File: src/rtl/bounded_list_deque_engine_top_macros.svh
// Assertion macros shared by the deque engine RTL.
`ifndef BOUNDED_LIST_DEQUE_ENGINE_TOP_MACROS_SVH
`define BOUNDED_LIST_DEQUE_ENGINE_TOP_MACROS_SVH

// Same-cycle implication, checked on clk_i, off during reset.
`define BDQ_ASSERT_NOW(lbl, ante, cons, msg) \
  lbl: assert property (@(posedge clk_i) disable iff (!rst_ni) (ante) |-> (cons)) \
    else $error(msg);

// Next-cycle implication, checked on clk_i, off during reset.
`define BDQ_ASSERT_NEXT(lbl, ante, cons, msg) \
  lbl: assert property (@(posedge clk_i) disable iff (!rst_ni) (ante) |=> (cons)) \
    else $error(msg);

`endif

File: src/rtl/bdq_pkg.sv
// Types and constants of the bounded deque engine.
package bdq_pkg;

  localparam int unsigned OPCODE_W  = 3;
  localparam int unsigned VALUE_W   = 32;
  localparam int unsigned AMOUNT_W  = 8;
  localparam int unsigned DATA_W    = 32;
  localparam int unsigned LENGTH_W  = 8;
  localparam int unsigned STATUS_W  = 2;

  localparam int unsigned DEPTH_DEF      = 128;
  localparam int unsigned ELEM_WIDTH_DEF = 32;

  typedef enum logic [OPCODE_W-1:0] {
    OP_PUSH_FRONT = 3'd0,
    OP_PUSH_BACK  = 3'd1,
    OP_POP_FRONT  = 3'd2,
    OP_READ_FRONT = 3'd3,
    OP_READ_INDEX = 3'd4,
    OP_TAKE       = 3'd5,
    OP_DROP       = 3'd6,
    OP_QUERY      = 3'd7
  } op_e;

  typedef enum logic [STATUS_W-1:0] {
    ST_OK    = 2'd0,
    ST_FULL  = 2'd1,
    ST_EMPTY = 2'd2,
    ST_RANGE = 2'd3
  } status_e;

endpackage

File: src/rtl/bdq_if.sv
// Request and response channels of the bounded deque engine.
interface bdq_in_if;
  logic                          valid;
  logic                          ready;
  logic [bdq_pkg::OPCODE_W-1:0]  opcode;
  logic [bdq_pkg::VALUE_W-1:0]   value;
  logic [bdq_pkg::AMOUNT_W-1:0]  amount;

  modport source (output valid, output opcode, output value, output amount, input ready);
  modport sink   (input valid, input opcode, input value, input amount, output ready);
endinterface

interface bdq_out_if;
  logic                          valid;
  logic                          ready;
  logic [bdq_pkg::DATA_W-1:0]    data;
  logic [bdq_pkg::LENGTH_W-1:0]  length;
  logic                          empty_flag;
  logic [bdq_pkg::STATUS_W-1:0]  status;

  modport source (output valid, output data, output length, output empty_flag, output status,
                  input ready);
  modport sink   (input valid, input data, input length, input empty_flag, input status,
                  output ready);
endinterface

File: src/rtl/bounded_list_deque_engine_top.sv
// Bounded deque engine: ring-buffer list with one result per request.
//
// A list of up to DEPTH elements lives in a ring buffer (front pointer plus
// element count). Every request transfer carries one opcode (push front, push
// back, pop front, read front, read index, take first n, drop first n, query)
// and produces exactly one response transfer with the read data, the length
// after the operation, an empty flag and a status. Throughput is one request
// per clock cycle unless the output stalls; each response is valid in the
// cycle after its request. The rate is set by the pointer/count update and
// the synchronous memory port: on each request transfer the engine writes at
// most one slot, reads one slot into a registered read-data stage, and
// updates front and count, all in the same edge. A single response register
// decouples the two sides; the request side is ready whenever that register
// is empty or is being drained in the same cycle. Refusals (push when full,
// read/pop when empty, index out of range, take beyond the length) leave the
// list as is and report a nonzero status. Slot contents are not cleared by
// reset; only positions below the count, all written, are ever returned.
`include "bounded_list_deque_engine_top_macros.svh"

module bounded_list_deque_engine_top #(
  parameter int unsigned DEPTH      = bdq_pkg::DEPTH_DEF,
  parameter int unsigned ELEM_WIDTH = bdq_pkg::ELEM_WIDTH_DEF
) (
  input  logic          clk_i,
  input  logic          rst_ni,
  bdq_in_if.sink        req_i,
  bdq_out_if.source     rsp_o
);

  // Pointer, count and sum widths.
  localparam int unsigned PW   = $clog2(DEPTH);
  localparam int unsigned CW   = $clog2(DEPTH + 1);
  localparam int unsigned SW   = CW + 1;
  localparam int unsigned CMPW = (CW > bdq_pkg::AMOUNT_W) ? CW : bdq_pkg::AMOUNT_W;
  // Bits carried between the 32-bit ports and the stored element.
  localparam int unsigned CPW  = (ELEM_WIDTH < bdq_pkg::VALUE_W) ? ELEM_WIDTH
                                                                   : bdq_pkg::VALUE_W;

  // ---------------------------------------------------------------------------
  // State
  // ---------------------------------------------------------------------------
  logic [PW-1:0]          front_q, front_d;
  logic [CW-1:0]          cnt_q, cnt_d;
  logic [ELEM_WIDTH-1:0]  mem_q [DEPTH];
  logic [ELEM_WIDTH-1:0]  mem_rd_q;

  // Response register
  logic                   out_vld_q, out_vld_d;
  logic                   rd_ok_q;
  logic [CW-1:0]          out_cnt_q;
  bdq_pkg::status_e       out_st_q;

  // ---------------------------------------------------------------------------
  // Request decode
  // ---------------------------------------------------------------------------
  logic                   acc;
  bdq_pkg::op_e           op;
  logic                   list_empty, is_full;
  logic                   n_gt, n_ge;
  logic [CW-1:0]          n_cw, drop_n, offset;
  logic [SW-1:0]          sum;
  logic [PW-1:0]          ring_pos, front_dec;
  logic                   wr_en, rd_ok;
  logic [ELEM_WIDTH-1:0]  wr_data;
  bdq_pkg::status_e       st;

  assign req_i.ready = !out_vld_q || rsp_o.ready;
  assign acc         = req_i.valid && req_i.ready;
  assign op          = bdq_pkg::op_e'(req_i.opcode);

  assign list_empty = (cnt_q == '0);
  assign is_full    = (cnt_q == CW'(DEPTH));
  assign n_gt       = CMPW'(req_i.amount) >  CMPW'(cnt_q);
  assign n_ge       = CMPW'(req_i.amount) >= CMPW'(cnt_q);
  // Only used where amount does not exceed the count, so it fits in CW bits.
  assign n_cw       = CW'(req_i.amount);
  assign drop_n     = n_gt ? cnt_q : n_cw;

  // One shared adder: front + offset, wrapped once (sum < 2*DEPTH wherever the result is used).
  always_comb begin
    case (op)
      bdq_pkg::OP_PUSH_BACK:  offset = cnt_q;
      bdq_pkg::OP_POP_FRONT:  offset = CW'(1);
      bdq_pkg::OP_READ_INDEX: offset = n_cw;
      bdq_pkg::OP_DROP:       offset = drop_n;
      default:                offset = '0;
    endcase
  end

  assign sum       = SW'(front_q) + SW'(offset);
  assign ring_pos  = (sum >= SW'(DEPTH)) ? PW'(sum - SW'(DEPTH)) : PW'(sum);
  assign front_dec = (front_q == '0) ? PW'(DEPTH - 1) : (front_q - PW'(1));

  always_comb begin
    wr_data = '0;
    wr_data[CPW-1:0] = req_i.value[CPW-1:0];
  end

  // Next state and status
  always_comb begin
    front_d = front_q;
    cnt_d   = cnt_q;
    wr_en   = 1'b0;
    rd_ok   = 1'b0;
    st      = bdq_pkg::ST_OK;
    unique case (op) inside
      bdq_pkg::OP_PUSH_FRONT, bdq_pkg::OP_PUSH_BACK: begin
        if (is_full) begin
          st = bdq_pkg::ST_FULL;
        end else begin
          wr_en = 1'b1;
          cnt_d = cnt_q + CW'(1);
          if (op == bdq_pkg::OP_PUSH_FRONT) begin
            front_d = front_dec;
          end
        end
      end
      bdq_pkg::OP_POP_FRONT: begin
        if (list_empty) begin
          st = bdq_pkg::ST_EMPTY;
        end else begin
          front_d = ring_pos;
          cnt_d   = cnt_q - CW'(1);
        end
      end
      bdq_pkg::OP_READ_FRONT: begin
        if (list_empty) st = bdq_pkg::ST_EMPTY;
        else            rd_ok = 1'b1;
      end
      bdq_pkg::OP_READ_INDEX: begin
        if (list_empty) st = bdq_pkg::ST_EMPTY;
        else if (n_ge)  st = bdq_pkg::ST_RANGE;
        else            rd_ok = 1'b1;
      end
      bdq_pkg::OP_TAKE: begin
        if (n_gt) st = bdq_pkg::ST_RANGE;
        else      cnt_d = n_cw;
      end
      bdq_pkg::OP_DROP: begin
        front_d = ring_pos;
        cnt_d   = cnt_q - drop_n;
      end
      bdq_pkg::OP_QUERY: begin
      end
      default: begin
      end
    endcase
  end

  // ---------------------------------------------------------------------------
  // Slot memory: at most one write and one registered read per transfer.
  // Push front writes below the old front; the read address is ring_pos,
  // which is the front itself for read front (offset zero).
  // ---------------------------------------------------------------------------
  always_ff @(posedge clk_i) begin
    if (acc && wr_en) begin
      mem_q[(op == bdq_pkg::OP_PUSH_FRONT) ? front_dec : ring_pos] <= wr_data;
    end
    if (acc) begin
      mem_rd_q <= mem_q[ring_pos];
    end
  end

  // ---------------------------------------------------------------------------
  // Control state and response register
  // ---------------------------------------------------------------------------
  always_comb begin
    if (acc)              out_vld_d = 1'b1;
    else if (rsp_o.ready) out_vld_d = 1'b0;
    else                  out_vld_d = out_vld_q;
  end

  always_ff @(posedge clk_i or negedge rst_ni) begin
    if (!rst_ni) begin
      front_q   <= '0;
      cnt_q     <= '0;
      out_vld_q <= 1'b0;
    end else begin
      out_vld_q <= out_vld_d;
      if (acc) begin
        front_q <= front_d;
        cnt_q   <= cnt_d;
      end
    end
  end

  always_ff @(posedge clk_i) begin
    if (acc) begin
      rd_ok_q   <= rd_ok;
      out_cnt_q <= cnt_d;
      out_st_q  <= st;
    end
  end

  always_comb begin
    rsp_o.data = '0;
    if (rd_ok_q) begin
      rsp_o.data[CPW-1:0] = mem_rd_q[CPW-1:0];
    end
  end

  assign rsp_o.valid      = out_vld_q;
  assign rsp_o.length     = bdq_pkg::LENGTH_W'(out_cnt_q);
  assign rsp_o.empty_flag = (out_cnt_q == '0);
  assign rsp_o.status     = out_st_q;

  // ---------------------------------------------------------------------------
  // Assertions
  // ---------------------------------------------------------------------------
  `BDQ_ASSERT_NOW(a_cnt_bound, 1'b1, cnt_q <= CW'(DEPTH), "count exceeds depth")
  `BDQ_ASSERT_NOW(a_rsp_len_tracks, out_vld_q, out_cnt_q == cnt_q,
                  "response length differs from live count")
  `BDQ_ASSERT_NEXT(a_full_refused,
                   acc && is_full &&
                   (op == bdq_pkg::OP_PUSH_FRONT || op == bdq_pkg::OP_PUSH_BACK),
                   $stable(cnt_q) && $stable(front_q) && out_st_q == bdq_pkg::ST_FULL,
                   "push to full list changed state")
  `BDQ_ASSERT_NEXT(a_pop_dec, acc && !list_empty && op == bdq_pkg::OP_POP_FRONT,
                   cnt_q == $past(cnt_q) - CW'(1), "pop did not shrink the list")

endmodule
File: src/flat_wrapper.sv
// flat-port wrapper written by rule: the top's interface ports become plain ports
module bounded_list_deque_engine_top_flat 
#(
  parameter int unsigned DEPTH      = bdq_pkg::DEPTH_DEF,
  parameter int unsigned ELEM_WIDTH = bdq_pkg::ELEM_WIDTH_DEF
)
  (clk_i, rst_ni, req_i_valid, req_i_opcode, req_i_value, req_i_amount, req_i_ready, rsp_o_valid, rsp_o_data, rsp_o_length, rsp_o_empty_flag, rsp_o_status, rsp_o_ready);
  bdq_in_if req_i_i ();
  bdq_out_if rsp_o_i ();
  input  logic clk_i;
  input  logic rst_ni;
  input wire logic [$bits(req_i_i.valid)-1:0] req_i_valid;
  input wire logic [$bits(req_i_i.opcode)-1:0] req_i_opcode;
  input wire logic [$bits(req_i_i.value)-1:0] req_i_value;
  input wire logic [$bits(req_i_i.amount)-1:0] req_i_amount;
  output wire logic [$bits(req_i_i.ready)-1:0] req_i_ready;
  output wire logic [$bits(rsp_o_i.valid)-1:0] rsp_o_valid;
  output wire logic [$bits(rsp_o_i.data)-1:0] rsp_o_data;
  output wire logic [$bits(rsp_o_i.length)-1:0] rsp_o_length;
  output wire logic [$bits(rsp_o_i.empty_flag)-1:0] rsp_o_empty_flag;
  output wire logic [$bits(rsp_o_i.status)-1:0] rsp_o_status;
  input wire logic [$bits(rsp_o_i.ready)-1:0] rsp_o_ready;
  assign req_i_i.valid = req_i_valid;
  assign req_i_i.opcode = req_i_opcode;
  assign req_i_i.value = req_i_value;
  assign req_i_i.amount = req_i_amount;
  assign req_i_ready = req_i_i.ready;
  assign rsp_o_valid = rsp_o_i.valid;
  assign rsp_o_data = rsp_o_i.data;
  assign rsp_o_length = rsp_o_i.length;
  assign rsp_o_empty_flag = rsp_o_i.empty_flag;
  assign rsp_o_status = rsp_o_i.status;
  assign rsp_o_i.ready = rsp_o_ready;
  bounded_list_deque_engine_top #(.DEPTH(DEPTH), .ELEM_WIDTH(ELEM_WIDTH)) u_core (.clk_i(clk_i), .rst_ni(rst_ni), .req_i(req_i_i), .rsp_o(rsp_o_i));
endmodule
File: config.mk
export PLATFORM = sky130hd
export DESIGN_NAME = bounded_list_deque_engine_top_flat
export DESIGN_NICKNAME = d
export VERILOG_FILES = /design/src/rtl/bdq_pkg.sv /design/src/rtl/bdq_if.sv /design/src/rtl/bounded_list_deque_engine_top.sv /design/src/flat_wrapper.sv
export VERILOG_INCLUDE_DIRS = /design/src /design/src/rtl
export SDC_FILE = /design/constraint.sdc
export NUM_CORES = 2
export LEC_CHECK = 0
export ABC_AREA = 1
export ABC_CLOCK_PERIOD_IN_PS = 9550
export BUFFER_PORTS_ARGS = -buffer_cell sky130_fd_sc_hd__buf_2
export CORE_UTILIZATION = 35
export CTS_BUF_LIST = sky130_fd_sc_hd__clkbuf_4 sky130_fd_sc_hd__clkbuf_8
export DETAILED_ROUTE_END_ITERATION = 16
export MAX_ROUTING_LAYER = met4
export PLACE_DENSITY = 0.49
export SYNTH_ARGS = -nofsm -noshare
export SYNTH_HDL_FRONTEND = slang
export SYNTH_SLANG_ARGS = --single-unit
File: constraint.sdc
create_clock -name clk_i -period 9.55 [get_ports clk_i]
set_clock_uncertainty 0.05 [all_clocks]
set_input_delay 1.4325 -clock clk_i [delete_from_list [all_inputs] [get_ports clk_i]]
set_output_delay 1.4325 -clock clk_i [all_outputs]
set_load 0.03 [all_outputs]
==> metrics <==
status complete, no violations; # IOs 92; FFs w/ async S/R, synth 0.385%; Final Hold Viols 0; WP depth 22; unrepaired setup endpoints after global routing no; die area 477000 um2; FF-to-FF setup slack 1810 ps; largest cells by area after synthesis edfxtp_1, o21ai_0, nor2_1; worst reg2reg startpoint u_core.cnt_q[5]; Bufs on Longest Clock Path 4; pwr dens 370 nW/um2; Min Hold Slack 414 ps; ratio of cells with drive above 1 in the final layout 11.8%; total power draw 69.7 mW; hpwl dp 329 mm; Worst-Margin Slew 1250 ps; setup tns final 0 ps; EDFF count, synth 4139; Root Driver clkbuf_8; Synth top area share 74.8%; Avg Inst Size Synth 12.4 um2; post-synth cell types 46; PostCTS Resize Cnt 0; Setup violations, final 0; initial antenna violation count 53; vias in the first global route 107000; Core Footprint 472000 um2; total CTS buffers 691; Seq pwr share 29.6%; All-Layer GR Usage 24.4%; relative slew slack 16.2%; CP required 10610 ps; TritonRoute pass-1 iters 6; Place WS 1230 ps; worst vdd ir 516 uV; Seq/Total Area, Yosys 75.1%; Slowest-stage cell, CP fa_4; Via density 5.51; syn_nets 13500; Max-Cap Viols 0; Yosys warnings 0; WL final 585 mm; CP endpoint u_core.mem_rd_q[22]; ANT nets after route 0; FP Rows 252; crit path kind reg -> reg; CP delay by family, top simple AND/OR/NAND/NOR gates; post-detailed-placement cell area 175000 um2; DRC violations left 0; Slew Limit Fails 0; Post-Layout Inst Area 188000 um2; sw frac 47.8%; Bufs and invs on worst path 4; Worst-path clk slew 60 ps; largest net degree at the start of global routing 188; R2R Path End u_core.mem_rd_q[22]; post-route setup slack 1810 ps; delay of the slowest critical-path stage 1300 ps; Worst Hold Class in -> reg; Die Y 691 um; post-synth top area cell edfxtp_1; top-count cell post-synth edfxtp_1; FF-to-FF path depth 22; crit path launch type register; Congestion Overflow GR 0; First DRT Iteration DRCs 13600; Clock power frac 22.0%; synthesis-to-layout area growth 13.5%; Post-Synthesis Cell Area 166000 um2; Pint 36.4 mW; I/O Buffers 91; CP Capture Type register; WL/cell 28.7 um; H-tree Lvls 6; GP Congestion 0.897; DIE WIDTH 691 um; first-pass GRT wire length 822 mm; Starting Density 35.2%; P_sw 33.3 mW; CP most frequent cell nand2_1; clock insertion delay at the later pin of the skew report 1310 ps; fin crit period 7740 ps; Filler Cell Count 44900; Synth Instances 13400; period utilization 81.0%; Comb power frac 48.4%; Nets 13700; Vias 112000; worst setup path start u_core.cnt_q[5]; Peak Freq 0.129 GHz; Post-CTS Setup Repair Bufs 0; Leak 62.4 nW; CTS tree done; Synth Flop Type edfxtp_1; flops & latches, synth 4155; Critical Path AT 8800 ps; CP Cell Sequence inv_1 > ha_1 > nand2_1 > nor2_1 > nand2_1 > nand2_1 > nand2_2 > o21ai_0 > a221o_1 > ha_4 > inv_1 > fa_4 > buf_12 > buf_4 > o21ai_0 > o22ai_1 > nand2_1 > a21oi_1 > o21ai_1 > nand2_1 > nand3_1 > nand2_1; Synth top cells by count edfxtp_1, nor2_1, nand2_1, o21ai_0, o22ai_1; Max FO, Critical Path 91; clk sinks 4155
cells by family after synthesis:
kind of cell / synth area share, %
AO/OA/AOI/OAI: 11.2
adder cells (fa/ha/maj): 0.220
multiplexers: 0.00678
XOR/XNOR: 0.0625
AND/OR/NAND/NOR: 10.9
buffers and inverters: 2.52
flip-flops: 75.1
stage by stage:
stage | cells | utilization [%]
detailed placement | 19200 | 37.2
CTS | 20400 | 39.9
global placement | 19200 | 37.2
finish | 20400 | 40.0
global route | 20400 | 40.0
floorplan | 13400 | -
power by group through the flow:
stage / logic (mW) / registers [mW] / clock network, mW
final: 33.7 / 20.6 / 15.3
after global routing: 35.9 / 20.6 / 16.3
after CTS: 33.5 / 20.6 / 15.6
after detailed placement: 33.4 / 21.0 / 0
after global placement: 33.6 / 21.0 / 0
after floorplan: 18.2 / 20.8 / 0
worst min-delay path by stage:
stage | start | cells after the start | endpoint
floorplan | u_core.front_q[6] | 2 | u_core.front_q[6]
global placement | u_core.rsp_o.valid | 2 | u_core.rsp_o.valid
detailed placement | u_core.rsp_o.valid | 2 | u_core.rsp_o.valid
CTS | rsp_o_ready | 4 | u_core.rsp_o.valid
global route | rsp_o_ready | 4 | u_core.rsp_o.valid
finish | rsp_o_ready | 4 | u_core.rsp_o.valid
state kept, by name (all words and copies together), names as in the netlist:
signal	flops
u_core.cnt_q	8
u_core.mem_rd_q	32
u_core.mem_q	4096
u_core.rsp_o.valid	1
u_core.rsp_o.length	8
u_core.rsp_o.status	2
u_core.front_q	7
u_core.rd_ok_q	1
worst register-to-register path: stages (launching register included):
cell,delay [ps]
dfrtp_1,550
inv_1,220
ha_1,340
nand2_1,70
nor2_1,190
nand2_1,140
nand2_1,130
nand2_2,200
o21ai_0,410
a221o_1,280
ha_4,150
inv_1,50
fa_4,1300
buf_12,470
buf_4,640
o21ai_0,170
o22ai_1,320
nand2_1,130
a21oi_1,400
o21ai_1,260
nand2_1,180
nand3_1,640
nand2_1,290
per-layer routing:
layer  track usage, %  routed length, um  vias up
li1                 -                  -    49300
met1             33.5             252000    57200
met2             37.0             265000     5015
met3             3.43              44500      883
met4             8.72              23000        0
met5                -                  0        -
area by class of cell:
type	count	area (um2)	area share, %
well taps	6223	7790	4.13
multi-input cells	8213	38300	20.3
clock inverters	272	1560	0.826
diodes	19	47.5	0.0252
flip-flops and latches	4155	125000	66.2
clock buffers	942	11500	6.09
repair buffers	467	4230	2.25
inverters	104	425	0.226
timing repair:
action                                  4_1_cts  5_1_grt
endpoints found under the hold margin        11        0
endpoints found under the setup margin        0        0
hold buffers                                  1        0
layout by cell type, fill, tap and decap left out, drive strengths merged, types with 35 or more instances in the layout:
cell type  instances
a21oi            143
buf              466
clkbuf           942
clkinv           223
edfxtp          4139
inv              132
nand2           2216
nand3            206
nor2            2281
o211ai            35
o21ai           2277
o22ai            967
(Power assumes the default switching activity.)
